<file path="src/stps_pkg.sv">
package stps_pkg;

    localparam int SLOTS_DEFAULT = 16;
    localparam int COUNT_W       = 32;
    localparam int SLOT_FIELD_W  = 4;

    typedef enum logic [1:0] {
        ST_FREE     = 2'd0,
        ST_RUNNABLE = 2'd1,
        ST_RUNNING  = 2'd2,
        ST_SLEEPING = 2'd3
    } status_t;

    typedef enum logic [1:0] {
        ACT_TICK     = 2'd0,
        ACT_SLEEP    = 2'd1,
        ACT_EXIT     = 2'd2,
        ACT_ACTIVATE = 2'd3
    } action_t;

    // One slot-table entry as it is stored in the memory.
    typedef struct packed {
        status_t              st;
        logic [COUNT_W-1:0]   cnt;
    } entry_t;

    typedef struct packed {
        logic                    switched;
        logic [SLOT_FIELD_W-1:0] current_slot;
    } res_t;

endpackage

</file>
<file path="src/stps_mem.sv">
module stps_mem #(
    parameter int DEPTH = stps_pkg::SLOTS_DEFAULT,
    parameter int AW    = $clog2(DEPTH)
) (
    input  logic                 aclk,
    input  logic                 aresetn,
    input  logic                 wr_en,
    input  logic [AW-1:0]        wr_addr,
    input  stps_pkg::entry_t     wr_data,
    input  logic                 rd_en,
    input  logic [AW-1:0]        rd_addr,
    output stps_pkg::entry_t     rd_data
);

    stps_pkg::entry_t ram [DEPTH];
    stps_pkg::entry_t rd_q_reg;
    logic             rd_vld_reg;
    // An entry never written since reset reads as a free slot with a zero count.
    logic [DEPTH-1:0] vld_reg;

    always_ff @(posedge aclk) begin
        if (wr_en) begin
            ram[wr_addr] <= wr_data;
        end
        if (rd_en) begin
            rd_q_reg <= ram[rd_addr];
        end
    end

    always_ff @(posedge aclk) begin
        if (!aresetn) begin
            vld_reg    <= '0;
            rd_vld_reg <= 1'b0;
        end else begin
            if (rd_en) begin
                rd_vld_reg <= vld_reg[rd_addr];
            end
            if (wr_en) begin
                vld_reg[wr_addr] <= 1'b1;
            end
        end
    end

    assign rd_data = rd_vld_reg ? rd_q_reg : '0;

endmodule

</file>
<file path="src/stps_seq.sv">
module stps_seq #(
    parameter int SLOTS = stps_pkg::SLOTS_DEFAULT,
    parameter int IW    = $clog2(SLOTS)
) (
    input  logic                             aclk,
    input  logic                             aresetn,
    input  logic                             in_valid,
    output logic                             in_ready,
    input  stps_pkg::action_t                in_action,
    input  logic [stps_pkg::COUNT_W-1:0]     in_ticks,
    input  logic [stps_pkg::SLOT_FIELD_W-1:0] in_slot,
    input  logic                             out_ready,
    output logic                             res_valid,
    output stps_pkg::res_t                   res,
    output logic                             mem_wr_en,
    output logic [IW-1:0]                    mem_wr_addr,
    output stps_pkg::entry_t                 mem_wr_data,
    output logic                             mem_rd_en,
    output logic [IW-1:0]                    mem_rd_addr,
    input  stps_pkg::entry_t                 mem_rd_data
);

    localparam int XW = IW + stps_pkg::SLOT_FIELD_W;
    localparam logic [IW-1:0] LAST_IDX = IW'(SLOTS - 1);

    typedef enum logic [2:0] {
        S_IDLE,
        S_SCAN,
        S_FIX_NEXT,
        S_FIX_CUR,
        S_RESP
    } state_t;

    state_t                        state_reg;
    stps_pkg::action_t             act_reg;
    logic [stps_pkg::COUNT_W-1:0]  ticks_reg;
    logic                          tgt_ok_reg;
    logic [IW-1:0]                 tgt_idx_reg;
    logic [IW-1:0]                 run_reg;
    logic [IW-1:0]                 scan_idx_reg;
    logic                          found_reg;
    logic [IW-1:0]                 found_idx_reg;
    logic [stps_pkg::COUNT_W-1:0]  found_cnt_reg;
    stps_pkg::entry_t              cur_ent_reg;
    logic                          sw_reg;

    logic [XW-1:0]                 tgt_ext;
    logic [XW-1:0]                 run_ext;
    logic                          accept;
    logic                          hit_run;
    stps_pkg::entry_t              upd_ent;
    stps_pkg::entry_t              cur_fix;
    logic                          cur_fix_en;

    assign accept   = in_valid && in_ready;
    assign in_ready = (state_reg == S_IDLE);
    assign tgt_ext  = XW'(in_slot);
    assign hit_run  = (scan_idx_reg == run_reg);

    // Per-entry update applied as the scan streams through the table.
    always_comb begin
        upd_ent = mem_rd_data;
        unique case (act_reg)
            stps_pkg::ACT_TICK: begin
                if (mem_rd_data.st == stps_pkg::ST_SLEEPING) begin
                    if (mem_rd_data.cnt != '0) begin
                        upd_ent.cnt = mem_rd_data.cnt - 32'd1;
                    end
                    if (upd_ent.cnt == '0) begin
                        upd_ent.st = stps_pkg::ST_RUNNABLE;
                    end
                end
            end
            stps_pkg::ACT_SLEEP: begin
                if (hit_run && mem_rd_data.st == stps_pkg::ST_RUNNING) begin
                    upd_ent.st  = stps_pkg::ST_SLEEPING;
                    upd_ent.cnt = (ticks_reg == '0) ? 32'd1 : ticks_reg;
                end
            end
            stps_pkg::ACT_EXIT: begin
                if (hit_run && mem_rd_data.st == stps_pkg::ST_RUNNING) begin
                    upd_ent.st  = stps_pkg::ST_FREE;
                    upd_ent.cnt = '0;
                end
            end
            stps_pkg::ACT_ACTIVATE: begin
                if (tgt_ok_reg && scan_idx_reg == tgt_idx_reg &&
                    mem_rd_data.st == stps_pkg::ST_FREE) begin
                    upd_ent.st = stps_pkg::ST_RUNNABLE;
                end
            end
            default: ;
        endcase
    end

    // The current slot is demoted when another slot takes over, or promoted
    // when it is runnable and nothing else is.
    always_comb begin
        cur_fix    = cur_ent_reg;
        cur_fix_en = 1'b0;
        if (found_reg && cur_ent_reg.st == stps_pkg::ST_RUNNING) begin
            cur_fix.st = stps_pkg::ST_RUNNABLE;
            cur_fix_en = 1'b1;
        end else if (!found_reg && cur_ent_reg.st == stps_pkg::ST_RUNNABLE) begin
            cur_fix.st = stps_pkg::ST_RUNNING;
            cur_fix_en = 1'b1;
        end
    end

    always_comb begin
        mem_wr_en   = 1'b0;
        mem_wr_addr = scan_idx_reg;
        mem_wr_data = upd_ent;
        mem_rd_en   = 1'b0;
        mem_rd_addr = '0;
        unique case (state_reg)
            S_IDLE: begin
                mem_rd_en = accept;
            end
            S_SCAN: begin
                mem_wr_en   = 1'b1;
                mem_rd_en   = (scan_idx_reg != LAST_IDX);
                mem_rd_addr = scan_idx_reg + 1'b1;
            end
            S_FIX_NEXT: begin
                mem_wr_en   = found_reg;
                mem_wr_addr = found_idx_reg;
                mem_wr_data = '{st: stps_pkg::ST_RUNNING, cnt: found_cnt_reg};
            end
            S_FIX_CUR: begin
                mem_wr_en   = cur_fix_en;
                mem_wr_addr = run_reg;
                mem_wr_data = cur_fix;
            end
            S_RESP: ;
            default: ;
        endcase
    end

    assign run_ext          = XW'(run_reg);
    assign res.current_slot = run_ext[stps_pkg::SLOT_FIELD_W-1:0];
    assign res.switched     = sw_reg;
    assign res_valid        = (state_reg == S_RESP) && out_ready;

    always_ff @(posedge aclk) begin
        if (!aresetn) begin
            state_reg <= S_IDLE;
            run_reg   <= '0;
            found_reg <= 1'b0;
        end else begin
            unique case (state_reg)
                S_IDLE: begin
                    if (accept) begin
                        act_reg      <= in_action;
                        ticks_reg    <= in_ticks;
                        tgt_ok_reg   <= (tgt_ext < XW'(SLOTS));
                        tgt_idx_reg  <= tgt_ext[IW-1:0];
                        scan_idx_reg <= '0;
                        found_reg    <= 1'b0;
                        state_reg    <= S_SCAN;
                    end
                end
                S_SCAN: begin
                    if (hit_run) begin
                        cur_ent_reg <= upd_ent;
                    end
                    if (!hit_run && !found_reg && upd_ent.st == stps_pkg::ST_RUNNABLE) begin
                        found_reg     <= 1'b1;
                        found_idx_reg <= scan_idx_reg;
                        found_cnt_reg <= upd_ent.cnt;
                    end
                    scan_idx_reg <= scan_idx_reg + 1'b1;
                    if (scan_idx_reg == LAST_IDX) begin
                        if (act_reg == stps_pkg::ACT_ACTIVATE) begin
                            sw_reg    <= 1'b0;
                            state_reg <= S_RESP;
                        end else begin
                            state_reg <= S_FIX_NEXT;
                        end
                    end
                end
                S_FIX_NEXT: begin
                    state_reg <= S_FIX_CUR;
                end
                S_FIX_CUR: begin
                    sw_reg <= found_reg;
                    if (found_reg) begin
                        run_reg <= found_idx_reg;
                    end
                    state_reg <= S_RESP;
                end
                S_RESP: begin
                    if (out_ready) begin
                        state_reg <= S_IDLE;
                    end
                end
                default: state_reg <= S_IDLE;
            endcase
        end
    end

endmodule

</file>
<file path="src/sleep_timer_process_scheduler.sv">
// Fixed-priority process scheduler with per-slot sleep countdowns.
//
// The input stream carries one command per beat: a tick, sleep of the
// current slot, exit of the current slot, or activation of a free slot.
// The result stream returns one beat per command with the slot running
// afterwards and a flag that is set when the running slot changed.
//
// The slot table lives in a single memory with a registered read port.
// Every command makes one read-modify-write pass over all SLOTS entries;
// a tick, sleep or exit then makes up to two fix-up writes that mark the
// chosen slot running and demote or promote the current one; an
// activation skips the fix-ups. The sweep over the table dominates the
// time each command takes. The next command is accepted in the cycle
// after the result enters the output register.
//
// Reset makes every slot free with a zero count and slot zero current,
// through per-entry valid bits, so no clearing pass is needed.
// When the receiver stalls, the result waits in the output register; one
// more command may be accepted and worked on, and it holds its own result
// until the register is free.
module sleep_timer_process_scheduler #(
    parameter int SLOTS = stps_pkg::SLOTS_DEFAULT
) (
    input  logic        aclk,
    input  logic        aresetn,
    input  logic        s_axis_tvalid,
    output logic        s_axis_tready,
    // [1:0] action, [33:2] sleep_ticks, [37:34] slot, [39:38] zero
    input  logic [39:0] s_axis_tdata,
    output logic        m_axis_tvalid,
    input  logic        m_axis_tready,
    // [3:0] current_slot, [4] switched, [7:5] zero
    output logic [7:0]  m_axis_tdata
);

    localparam int IW = $clog2(SLOTS);

    logic              out_ready;
    logic              res_valid;
    stps_pkg::res_t    res;
    logic              mem_wr_en;
    logic [IW-1:0]     mem_wr_addr;
    stps_pkg::entry_t  mem_wr_data;
    logic              mem_rd_en;
    logic [IW-1:0]     mem_rd_addr;
    stps_pkg::entry_t  mem_rd_data;

    logic              m_tvalid_reg;
    logic [7:0]        m_tdata_reg;

    assign out_ready = !m_tvalid_reg || m_axis_tready;

    stps_seq #(
        .SLOTS (SLOTS),
        .IW    (IW)
    ) u_seq (
        .aclk        (aclk),
        .aresetn     (aresetn),
        .in_valid    (s_axis_tvalid),
        .in_ready    (s_axis_tready),
        .in_action   (stps_pkg::action_t'(s_axis_tdata[1:0])),
        .in_ticks    (s_axis_tdata[33:2]),
        .in_slot     (s_axis_tdata[37:34]),
        .out_ready   (out_ready),
        .res_valid   (res_valid),
        .res         (res),
        .mem_wr_en   (mem_wr_en),
        .mem_wr_addr (mem_wr_addr),
        .mem_wr_data (mem_wr_data),
        .mem_rd_en   (mem_rd_en),
        .mem_rd_addr (mem_rd_addr),
        .mem_rd_data (mem_rd_data)
    );

    stps_mem #(
        .DEPTH (SLOTS),
        .AW    (IW)
    ) u_mem (
        .aclk    (aclk),
        .aresetn (aresetn),
        .wr_en   (mem_wr_en),
        .wr_addr (mem_wr_addr),
        .wr_data (mem_wr_data),
        .rd_en   (mem_rd_en),
        .rd_addr (mem_rd_addr),
        .rd_data (mem_rd_data)
    );

    always_ff @(posedge aclk) begin
        if (!aresetn) begin
            m_tvalid_reg <= 1'b0;
        end else begin
            if (res_valid) begin
                m_tvalid_reg <= 1'b1;
            end else if (m_axis_tready) begin
                m_tvalid_reg <= 1'b0;
            end
        end
    end

    always_ff @(posedge aclk) begin
        if (res_valid) begin
            m_tdata_reg <= {3'b000, res.switched, res.current_slot};
        end
    end

    assign m_axis_tvalid = m_tvalid_reg;
    assign m_axis_tdata  = m_tdata_reg;

endmodule

</file>
<file path="config.mk">
export PLATFORM = sky130hd
export DESIGN_NAME = sleep_timer_process_scheduler
export DESIGN_NICKNAME = d
export VERILOG_FILES = /design/src/stps_pkg.sv /design/src/stps_mem.sv /design/src/stps_seq.sv /design/src/sleep_timer_process_scheduler.sv
export SDC_FILE = /design/constraint.sdc
export NUM_CORES = 1
export LEC_CHECK = 0
export BUFFER_PORTS_ARGS = -buffer_cell sky130_fd_sc_hd__buf_4
export CORE_MARGIN = 2
export CORE_UTILIZATION = 40
export CTS_BUF_LIST = sky130_fd_sc_hd__clkbuf_2
export CTS_CLUSTER_SIZE = 24
export DETAILED_ROUTE_END_ITERATION = 6
export PLACE_DENSITY = 0.55
export SLEW_MARGIN = 20
export SYNTH_ARGS = -nofsm -noshare
export SYNTH_HDL_FRONTEND = slang
export SYNTH_SLANG_ARGS = --single-unit
</file>
<file path="constraint.sdc">
create_clock -name aclk -period 4.3 [get_ports aclk]
set_input_delay 0.645 -clock aclk [delete_from_list [all_inputs] [get_ports aclk]]
set_output_delay 0.645 -clock aclk [all_outputs]
set_load 0.005 [all_outputs]
</file>
==> metrics.txt, run 1 <==
# TYPE chip_impl_metric gauge
chip_impl_info{name="run_status",value="complete, no violations"} 1
chip_impl_metric{name="drcViolationCount",unit=""} 0
chip_impl_metric{name="synth-seq-cells",unit=""} 722
chip_impl_info{name="grt.busiest_layer",value="met2"} 1
chip_impl_metric{name="die_width",unit="um"} 278
chip_impl_info{name="timing_worst_setup_path_type",value="reg2reg"} 1
chip_impl_metric{name="cp.buffers_inverters",unit=""} 1
chip_impl_metric{name="tightest_slew",unit="ns"} 1.02
chip_impl_metric{name="setup-violations-final",unit=""} 0
chip_impl_metric{name="clock_tree_buffer_depth",unit=""} 3
chip_impl_info{name="timing.critical_path.slowest_stage_cell",value="sky130_fd_sc_hd__edfxtp_1"} 1
chip_impl_metric{name="power_density",unit="nW/um2"} 429
chip_impl_metric{name="grt_first_pass_wirelength",unit="um"} 119000
chip_impl_metric{name="layout.core_utilization",unit=""} 0.461
chip_impl_metric{name="gpl.final_weighted_congestion",unit=""} 0.912
chip_impl_info{name="synth.largest_area_cell",value="sky130_fd_sc_hd__edfxtp_1"} 1
chip_impl_metric{name="r2r_slack",unit="ns"} 0.66
chip_impl_metric{name="final_period_minus_worst_setup_slack",unit="ns"} 3.64
chip_impl_metric{name="cts_max_level",unit=""} 4
chip_impl_metric{name="grt_antenna_before_repair",unit=""} 2
chip_impl_info{name="ys_top_cells_by_area",value="sky130_fd_sc_hd__edfxtp_1 (70%), sky130_fd_sc_hd__mux2i_1 (5.5%), sky130_fd_sc_hd__nand2_1 (2.9%)"} 1
chip_impl_info{name="worstSetupStartpoint",value="u_mem.rd_q_reg[19]"} 1
chip_impl_metric{name="syn_to_final_growth",unit="%"} 14.3
chip_impl_info{name="yosys_most_used_dff",value="sky130_fd_sc_hd__edfxtp_1"} 1
chip_impl_metric{name="number_of_different_library_cells_in_the_post_synthesis_netlist",unit=""} 77
chip_impl_metric{name="grt.met3_usage",unit=""} 0.0400
chip_impl_metric{name="fin_setup_tns",unit="ns"} 0
chip_impl_metric{name="timing.max_slew.rel_slack",unit=""} 0.318
chip_impl_metric{name="number_of_maximum_capacitance_constraint_violations",unit=""} 0
chip_impl_info{name="hold_class",value="in2reg"} 1
chip_impl_metric{name="vias_per_cell",unit=""} 5.57
chip_impl_metric{name="placed_cells_incl_taps",unit=""} 2950
chip_impl_metric{name="worstHoldPathCells",unit=""} 3
chip_impl_metric{name="synth_enable_flop_cells",unit=""} 696
chip_impl_metric{name="first_pass_iters",unit=""} 5
chip_impl_metric{name="crit_path_max_incr_delay",unit="ns"} 0.53
chip_impl_metric{name="synthesis.area",unit="um2"} 30000
chip_impl_metric{name="number_of_gates_resized_after_cts",unit=""} 0
chip_impl_metric{name="final_net_count",unit=""} 2290
chip_impl_metric{name="maxSlewViolCount",unit=""} 0
chip_impl_metric{name="die_h",unit="um"} 278
chip_impl_metric{name="grt_remaining_overflow",unit=""} 0
chip_impl_metric{name="first_global_vias",unit=""} 18400
chip_impl_metric{name="grt_util_all_layers",unit=""} 0.208
chip_impl_info{name="cp-start-kind",value="flip-flop"} 1
chip_impl_info{name="yosysMostFrequentCell",value="sky130_fd_sc_hd__edfxtp_1"} 1
chip_impl_metric{name="fp-row-count",unit=""} 100
chip_impl_metric{name="fp.dieArea",unit="um2"} 77300
chip_impl_metric{name="drt-total-wl",unit="um"} 80000
chip_impl_metric{name="floorplan.io_pins",unit=""} 54
chip_impl_metric{name="drt_iter0_markers",unit=""} 1519
chip_impl_metric{name="async_flop_share",unit=""} 0
chip_impl_info{name="rsz_0062_raised_after_global_routing",value="no"} 1
chip_impl_metric{name="timing.critical_path.required",unit="ns"} 5.30
chip_impl_metric{name="number_of_endpoints_with_negative_hold_slack_in_the_final_report",unit=""} 0
chip_impl_metric{name="synth.yosys.warnings",unit=""} 0
chip_impl_metric{name="post-synth-top-area-fraction",unit=""} 0.696
chip_impl_metric{name="power_leakage",unit="uW"} 0.0113
chip_impl_metric{name="gr_layer_usage_met2",unit=""} 0.331
chip_impl_info{name="root_buffer",value="sky130_fd_sc_hd__clkbuf_2"} 1
chip_impl_metric{name="wl_per_cell",unit="um"} 24.1
chip_impl_metric{name="cts_sinks",unit=""} 722
chip_impl_metric{name="syn_inst",unit=""} 1993
chip_impl_metric{name="placeableCoreArea",unit="um2"} 74400
chip_impl_metric{name="finalNonFillerCells",unit=""} 3322
chip_impl_metric{name="avg_cell_area_syn",unit="um2"} 15.1
chip_impl_metric{name="clk-insertion-delay-late",unit="ns"} 1.39
chip_impl_metric{name="route.antenna.remaining_nets",unit=""} 0
chip_impl_metric{name="synth_seq_area_share",unit=""} 0.713
chip_impl_info{name="yosys-top-cells-count",value="sky130_fd_sc_hd__edfxtp_1 (696), sky130_fd_sc_hd__nand2_1 (233), sky130_fd_sc_hd__mux2i_1 (164)"} 1
chip_impl_metric{name="number_of_flip_flops_in_the_largest_register",unit=""} 544
chip_impl_metric{name="cts.reportedPaths.clkPinSlew",unit="ns"} 0.10
chip_impl_info{name="worst_path_dominant_cell_family",value="simple AND/OR/NAND/NOR gates"} 1
chip_impl_metric{name="min_period_over_period",unit=""} 0.847
chip_impl_metric{name="cp.arrival",unit="ns"} 4.64
chip_impl_info{name="cts_tree",value="built"} 1
chip_impl_info{name="min_from",value="aresetn"} 1
chip_impl_metric{name="detailed_place_hpwl",unit="um"} 46000
chip_impl_metric{name="grt_max_degree",unit=""} 126
chip_impl_metric{name="cts_buffers",unit=""} 180
chip_impl_metric{name="r2r.worst_path.cells",unit=""} 8
chip_impl_metric{name="finalClockSkew",unit="ns"} 0.144
chip_impl_info{name="timing.critical_path.to_type",value="flip-flop"} 1
chip_impl_info{name="timing.hold.worst_endpoint",value="u_mem.vld_reg[11]"} 1
chip_impl_metric{name="max_fanout_on_critical_path",unit=""} 32
chip_impl_metric{name="vdd_drop_max",unit="mV"} 0.265
chip_impl_metric{name="place.port_buffers",unit=""} 48
chip_impl_info{name="regToRegStartpoint",value="u_mem.rd_q_reg[19]"} 1
chip_impl_metric{name="post_cts_hold_buffer_count",unit=""} 82
chip_impl_metric{name="vias",unit=""} 18500
chip_impl_metric{name="grtUsageMet1",unit=""} 0.287
chip_impl_info{name="critical_path.cell_chain",value="nor4_2 > nand4_2 > o31ai_2 > o22ai_1 > a2111oi_2 > nand4_1 > nand2_2 > buf_12"} 1
chip_impl_metric{name="final_layout_size_suffix_gt1_frac",unit=""} 0.204
chip_impl_metric{name="cts_setup_buffers",unit=""} 0
chip_impl_metric{name="clock.fmax",unit="MHz"} 275
chip_impl_info{name="r2r-end",value="u_seq.found_cnt_reg[20]"} 1
chip_impl_metric{name="effective_utilization_at_floorplan",unit=""} 0.404
==> stage by stage <==
stage / setup slack (ns) / instance area (um2) / hold WS (ns) / power (uW)
2_1_floorplan: 0.878 / 30100 / 0.400 / 9640
3_3_place_gp: 0.665 / 32000 / 0.442 / 10400
3_5_place_dp: 0.695 / 32000 / 0.437 / 10500
4_1_cts: 0.688 / 34300 / 0.0392 / 14900
5_1_grt: 0.447 / 34300 / 0.0963 / 15400
6_report: 0.659 / 34300 / 0.222 / 14700
==> placed cells by master, fill, tap and decap left out, types with 7 or more instances in the layout <==
cell,synthesis,layout
sky130_fd_sc_hd__nand3_1,22,22
sky130_fd_sc_hd__nand2_1,233,230
sky130_fd_sc_hd__a21oi_1,64,63
sky130_fd_sc_hd__xnor2_1,7,7
sky130_fd_sc_hd__clkinv_1,1,12
sky130_fd_sc_hd__a311oi_1,34,34
sky130_fd_sc_hd__nor3_1,15,15
sky130_fd_sc_hd__nor2_4,0,20
sky130_fd_sc_hd__a221o_1,7,7
sky130_fd_sc_hd__nor4_1,17,17
sky130_fd_sc_hd__nand4_1,11,11
sky130_fd_sc_hd__o21a_1,42,42
sky130_fd_sc_hd__a22oi_1,8,8
sky130_fd_sc_hd__o21ai_0,36,36
sky130_fd_sc_hd__buf_12,0,18
sky130_fd_sc_hd__edfxtp_1,696,696
sky130_fd_sc_hd__mux4_2,35,35
sky130_fd_sc_hd__mux2i_1,164,164
sky130_fd_sc_hd__o211ai_1,7,7
sky130_fd_sc_hd__a21o_1,8,8
sky130_fd_sc_hd__buf_4,11,102
sky130_fd_sc_hd__dfxtp_1,26,25
sky130_fd_sc_hd__dlygate4sd3_1,0,82
sky130_fd_sc_hd__and3_1,8,7
sky130_fd_sc_hd__nor2_1,51,30
sky130_fd_sc_hd__clkbuf_2,1,255
sky130_fd_sc_hd__xor2_1,8,8
sky130_fd_sc_hd__nor2b_1,83,83
sky130_fd_sc_hd__a211oi_1,115,115
sky130_fd_sc_hd__a31oi_1,45,44
sky130_fd_sc_hd__a21boi_0,9,9
==> power breakdown <==
group | switching (uW) | internal (uW) | total [uW]
Combinational | 1310 | 663 | 1970
Sequential | 236 | 8150 | 8380
Clock | 2660 | 1710 | 4360
==> logic make-up after synthesis <==
group                      Yosys count  share of synthesized area
AOI/OAI and AO/OA                  428                      0.102
xor gates and xnor gates            15                    0.00437
adders and majority gates            2                   0.000750
buffers and inverters              143                     0.0202
DFF                                722                      0.713
muxes                              199                     0.0809
other                                1                   0.000125
and+or+nand+nor                    483                     0.0790
==> layer usage <==
layer / wire (um) / vias to the layer above
met5: 0 / -
met4: 1510 / 0
met3: 4460 / 109
met2: 37800 / 533
met1: 36200 / 9394
li1: - / 8451
==> tightest hold or removal path: stages <==
cell	delay (ns)
sky130_fd_sc_hd__dlygate4sd3_1	0.54
sky130_fd_sc_hd__buf_4	0.24
sky130_fd_sc_hd__o21a_1	0.14
==> worst max-delay path by stage <==
stage / endpoint / slack (ns) / depth (start not counted)
5_1_grt: u_seq.found_cnt_reg[14] / 0.45 / 8
3_5_place_dp: u_mem.ram[10][17] / 0.69 / 7
2_1_floorplan: u_seq.found_cnt_reg[0] / 0.88 / 7
4_1_cts: u_seq.found_cnt_reg[14] / 0.69 / 8
6_report: u_seq.found_cnt_reg[20] / 0.66 / 8
3_3_place_gp: u_seq.found_cnt_reg[9] / 0.66 / 8
==> cell type report <==
class / instances / area (um2)
Antenna cell: 2 / 5.00
Clock inverter: 33 / 228
Sequential cell: 722 / 21400
Tap cell: 969 / 1210
Timing Repair Buffer: 202 / 1950
Fill cell: 6542 / 40100
Clock buffer: 255 / 1280
Multi-Input combinational cell: 1130 / 8210
Inverter: 9 / 38.8
No activity file was read; power rests on OpenSTA's default activity.
==> run 2, diff against run 1 <==
--- a/config.mk
+++ b/config.mk
@@ -5,6 +5,7 @@
 export SDC_FILE = /design/constraint.sdc
 export NUM_CORES = 1
 export LEC_CHECK = 0
+export ABC_AREA = 1
 export BUFFER_PORTS_ARGS = -buffer_cell sky130_fd_sc_hd__buf_4
 export CORE_MARGIN = 2
 export CORE_UTILIZATION = 40
==> constraint.sdc (replaced) <==
create_clock -name aclk -period 3.53 [get_ports aclk]
set_input_delay 0.5295 -clock aclk [delete_from_list [all_inputs] [get_ports aclk]]
set_output_delay 0.5295 -clock aclk [all_outputs]
set_load 0.005 [all_outputs]
==> run 2 against run 1 <==
Against the previous run:
- die area grew 0.39%
- total power is 38% higher
- largest cell class unchanged
- clock power increased by 27%
- clock skew shrank 0.048 ns
==> metrics.txt, run 2 <==
# TYPE chip_impl_metric gauge
chip_impl_metric{name="drt_iter0_markers",unit=""} 2115
chip_impl_metric{name="worstSetupPathDepth",unit=""} 10
chip_impl_metric{name="number_of_flip_flops_in_the_largest_register",unit=""} 544
chip_impl_info{name="ys_top_cells_by_area",value="sky130_fd_sc_hd__edfxtp_1 (69%), sky130_fd_sc_hd__o21ai_0 (6.1%), sky130_fd_sc_hd__nor2_1 (5.6%)"} 1
chip_impl_metric{name="power_density",unit="nW/um2"} 582
chip_impl_metric{name="fin_setup_tns",unit="ns"} 0
chip_impl_metric{name="grt_util_all_layers",unit=""} 0.229
chip_impl_info{name="rsz_0062_raised_after_global_routing",value="no"} 1
chip_impl_metric{name="min_period_over_period",unit=""} 0.950
chip_impl_info{name="root_buffer",value="sky130_fd_sc_hd__clkbuf_2"} 1
chip_impl_metric{name="syn_to_final_growth",unit="%"} 15.7
chip_impl_info{name="yosys-top-cells-count",value="sky130_fd_sc_hd__edfxtp_1 (696), sky130_fd_sc_hd__nor2_1 (453), sky130_fd_sc_hd__o21ai_0 (369)"} 1
chip_impl_info{name="timing.hold.worst_endpoint",value="u_seq.found_idx_reg[0]"} 1
chip_impl_info{name="hold_class",value="in2reg"} 1
chip_impl_metric{name="final_period_minus_worst_setup_slack",unit="ns"} 3.35
chip_impl_metric{name="r2r_slack",unit="ns"} 0.18
chip_impl_metric{name="avg_cell_area_syn",unit="um2"} 11.8
chip_impl_metric{name="crit_path_max_incr_delay",unit="ns"} 0.47
chip_impl_info{name="min_from",value="aresetn"} 1
chip_impl_metric{name="gr_layer_usage_met2",unit=""} 0.369
chip_impl_info{name="critical_path.cell_chain",value="inv_1 > nor2_4 > inv_1 > nand2_1 > inv_2 > a221oi_1 > buf_4 > nand3_1 > nor2_4 > buf_12"} 1
chip_impl_info{name="worst_path_dominant_cell_family",value="simple AND/OR/NAND/NOR gates"} 1
chip_impl_metric{name="effective_utilization_at_floorplan",unit=""} 0.404
chip_impl_metric{name="fp-row-count",unit=""} 100
chip_impl_metric{name="setup-violations-final",unit=""} 0
chip_impl_info{name="timing.critical_path.slowest_stage_cell",value="sky130_fd_sc_hd__dfxtp_1"} 1
chip_impl_metric{name="clk-insertion-delay-late",unit="ns"} 1.40
chip_impl_metric{name="final.setup.worst_slack",unit="ns"} 0.177
chip_impl_info{name="layout_commonest_cell",value="sky130_fd_sc_hd__edfxtp_1"} 1
chip_impl_info{name="synth.largest_area_cell",value="sky130_fd_sc_hd__edfxtp_1"} 1
chip_impl_metric{name="pre_cts_ws",unit="ns"} 0.152
chip_impl_metric{name="grt_antenna_before_repair",unit=""} 3
chip_impl_metric{name="cp.arrival",unit="ns"} 4.37
chip_impl_metric{name="vdd_drop_max",unit="mV"} 0.296
chip_impl_metric{name="grt_first_pass_wirelength",unit="um"} 133000
chip_impl_metric{name="timing.critical_path.required",unit="ns"} 4.55
chip_impl_info{name="yosysMostFrequentCell",value="sky130_fd_sc_hd__edfxtp_1"} 1
chip_impl_metric{name="route.antenna.remaining_nets",unit=""} 0
chip_impl_metric{name="async_flop_share",unit=""} 0
chip_impl_metric{name="cts_buffers",unit=""} 180
chip_impl_metric{name="cts.reportedPaths.clkPinSlew",unit="ns"} 0.11
chip_impl_metric{name="synthesis.area",unit="um2"} 30200
chip_impl_metric{name="timing.max_slew.rel_slack",unit=""} 0.243
chip_impl_metric{name="synth.yosys.warnings",unit=""} 0
chip_impl_metric{name="finalClockSkew",unit="ns"} 0.0961
chip_impl_metric{name="max_fanout_on_critical_path",unit=""} 19
chip_impl_metric{name="drt-total-wl",unit="um"} 88700
chip_impl_metric{name="clock.fmax",unit="MHz"} 298
chip_impl_metric{name="number_of_endpoints_with_negative_hold_slack_in_the_final_report",unit=""} 0
chip_impl_info{name="run_status",value="complete, no violations"} 1
chip_impl_metric{name="vias",unit=""} 21900
chip_impl_info{name="cts_tree",value="built"} 1
chip_impl_metric{name="grt_remaining_overflow",unit=""} 0
chip_impl_info{name="regToRegStartpoint",value="u_seq.state_reg[1]"} 1
chip_impl_metric{name="die_h",unit="um"} 279
chip_impl_metric{name="fin_hold_ws",unit="ns"} 0.244
chip_impl_metric{name="die_width",unit="um"} 279
chip_impl_info{name="timing_worst_setup_path_type",value="reg2reg"} 1
chip_impl_metric{name="r2r.worst_path.cells",unit=""} 10
chip_impl_metric{name="number_of_different_library_cells_in_the_post_synthesis_netlist",unit=""} 45
chip_impl_metric{name="power_leakage",unit="uW"} 0.0125
chip_impl_info{name="cp-start-kind",value="flip-flop"} 1
chip_impl_metric{name="grtUsageMet1",unit=""} 0.312
chip_impl_metric{name="place.port_buffers",unit=""} 48
chip_impl_metric{name="gpl.final_weighted_congestion",unit=""} 0.932
chip_impl_metric{name="detailed_place_hpwl",unit="um"} 51700
chip_impl_info{name="timing.critical_path.to_type",value="flip-flop"} 1
chip_impl_info{name="most-common-layout-cells",value="sky130_fd_sc_hd__edfxtp_1 (696), sky130_fd_sc_hd__nor2_1 (430), sky130_fd_sc_hd__o21ai_0 (369), sky130_fd_sc_hd__nand2_1 (269), sky130_fd_sc_hd__clkbuf_2 (260)"} 1
chip_impl_metric{name="cts_max_level",unit=""} 4
chip_impl_metric{name="clock_tree_buffer_depth",unit=""} 3
chip_impl_metric{name="first_pass_iters",unit=""} 6
chip_impl_metric{name="synth_enable_flop_cells",unit=""} 696
chip_impl_metric{name="grt.met3_usage",unit=""} 0.0426
chip_impl_metric{name="worstHoldPathCells",unit=""} 4
chip_impl_metric{name="floorplan.io_pins",unit=""} 54
chip_impl_metric{name="number_of_maximum_capacitance_constraint_violations",unit=""} 0
chip_impl_metric{name="placeableCoreArea",unit="um2"} 74600
chip_impl_info{name="yosys_most_used_dff",value="sky130_fd_sc_hd__edfxtp_1"} 1
chip_impl_metric{name="synth_seq_area_share",unit=""} 0.710
chip_impl_metric{name="final_layout_size_suffix_gt1_frac",unit=""} 0.178
chip_impl_metric{name="cp.buffers_inverters",unit=""} 5
chip_impl_metric{name="grt_max_degree",unit=""} 70
chip_impl_metric{name="first_global_vias",unit=""} 21700
chip_impl_metric{name="drcViolationCount",unit=""} 0
chip_impl_metric{name="tightest_slew",unit="ns"} 1.13
chip_impl_metric{name="final_net_count",unit=""} 2869
chip_impl_metric{name="cts_sinks",unit=""} 722
chip_impl_metric{name="wl_per_cell",unit="um"} 22.5
chip_impl_metric{name="synth-seq-cells",unit=""} 722
chip_impl_metric{name="maxSlewViolCount",unit=""} 0
chip_impl_info{name="r2r-end",value="u_mem.ram[10][1]"} 1
chip_impl_info{name="grt.busiest_layer",value="met2"} 1
chip_impl_metric{name="n_fill_cell",unit=""} 6808
chip_impl_metric{name="vias_per_cell",unit=""} 5.57
chip_impl_metric{name="fp.dieArea",unit="um2"} 77600
chip_impl_metric{name="syn_inst",unit=""} 2552
chip_impl_metric{name="post-synth-top-area-fraction",unit=""} 0.693
-- run 2: cell types whose count changed after synthesis, sizes merged, moves of 95 or more --
cell	before	now
nor2	51	466
o21ai	38	370
mux2i	164	0
a211oi	115	1
inv	8	108
nand3	22	117
-- run 2: worst max path at each step --
stage | from | endpoint
2_1_floorplan | u_seq.state_reg[1] | u_mem.ram[0][0]
3_3_place_gp | u_mem.rd_vld_reg | u_seq.found_cnt_reg[29]
3_5_place_dp | u_mem.rd_vld_reg | u_seq.found_cnt_reg[18]
4_1_cts | u_seq.state_reg[1] | u_mem.ram[12][25]
5_1_grt | u_mem.rd_vld_reg | u_seq.found_cnt_reg[26]
6_report | u_seq.state_reg[1] | u_mem.ram[10][1]
-- run 2: where the power goes --
group	internal, uW	total, uW	switching [uW]
registers	10200	10300	140
clock network	2210	5550	3350
logic	1240	4430	3190
total	13600	20300	6680
-- run 2: metrics by stage --
stage / power (uW) / cells / utilization / instance area, um2
after CTS: 20500 / 3928 / 0.467 / 34800
final: 20300 / 3934 / 0.468 / 34900
after global routing: 21400 / 3931 / 0.468 / 34900
after detailed placement: 14800 / 3526 / 0.434 / 32400
after floorplan: 13100 / 2554 / - / 30200
after global placement: 14800 / 3526 / 0.434 / 32400
-- run 2: layout make-up --
type                            instances  area [um2]  area share
Inverter                              109         412      0.0118
Multi-Input combinational cell       1565        7880       0.226
Timing Repair Buffer                  246        2330      0.0668
Sequential cell                       722       21400       0.614
Antenna cell                            4        10.0    0.000287
Clock buffer                          260        1300      0.0373
Tap cell                              969        1210      0.0347
Clock inverter                         59         332     0.00950
-- run 2: cell families (layout without fill, tap and decap cells) --
group,Yosys count,after routing,synth area share
other,1,7,0.000124
buffers and inverters,267,674,0.0359
AO/OA/AOI/OAI,626,626,0.122
adder cells (fa/ha/maj),1,1,0.000415
AND/OR/NAND/NOR,926,926,0.129
flip-flops,722,722,0.710
XOR/XNOR,9,9,0.00261
-- run 2: worst min-delay path: stages --
cell and delay [ns]:
sky130_fd_sc_hd__dlygate4sd3_1 0.53, sky130_fd_sc_hd__buf_4 0.15, sky130_fd_sc_hd__nand2_1 0.16, sky130_fd_sc_hd__nor2_4 0.10
-- run 2: layer usage --
layer / vias to the layer above / part of all wire
met2: 982 / 0.47
met1: 10800 / 0.44
met3: 152 / 0.074
met5: - / 0
li1: 9976 / -
met4: 0 / 0.023
-- run 2: timing repair --
action                                  CTS  global route
buffers inserted                          0             2
endpoints found under the hold margin   182             0
hold buffers                             83             0
endpoints found under the setup margin    0           238
gates resized for setup                   0             9
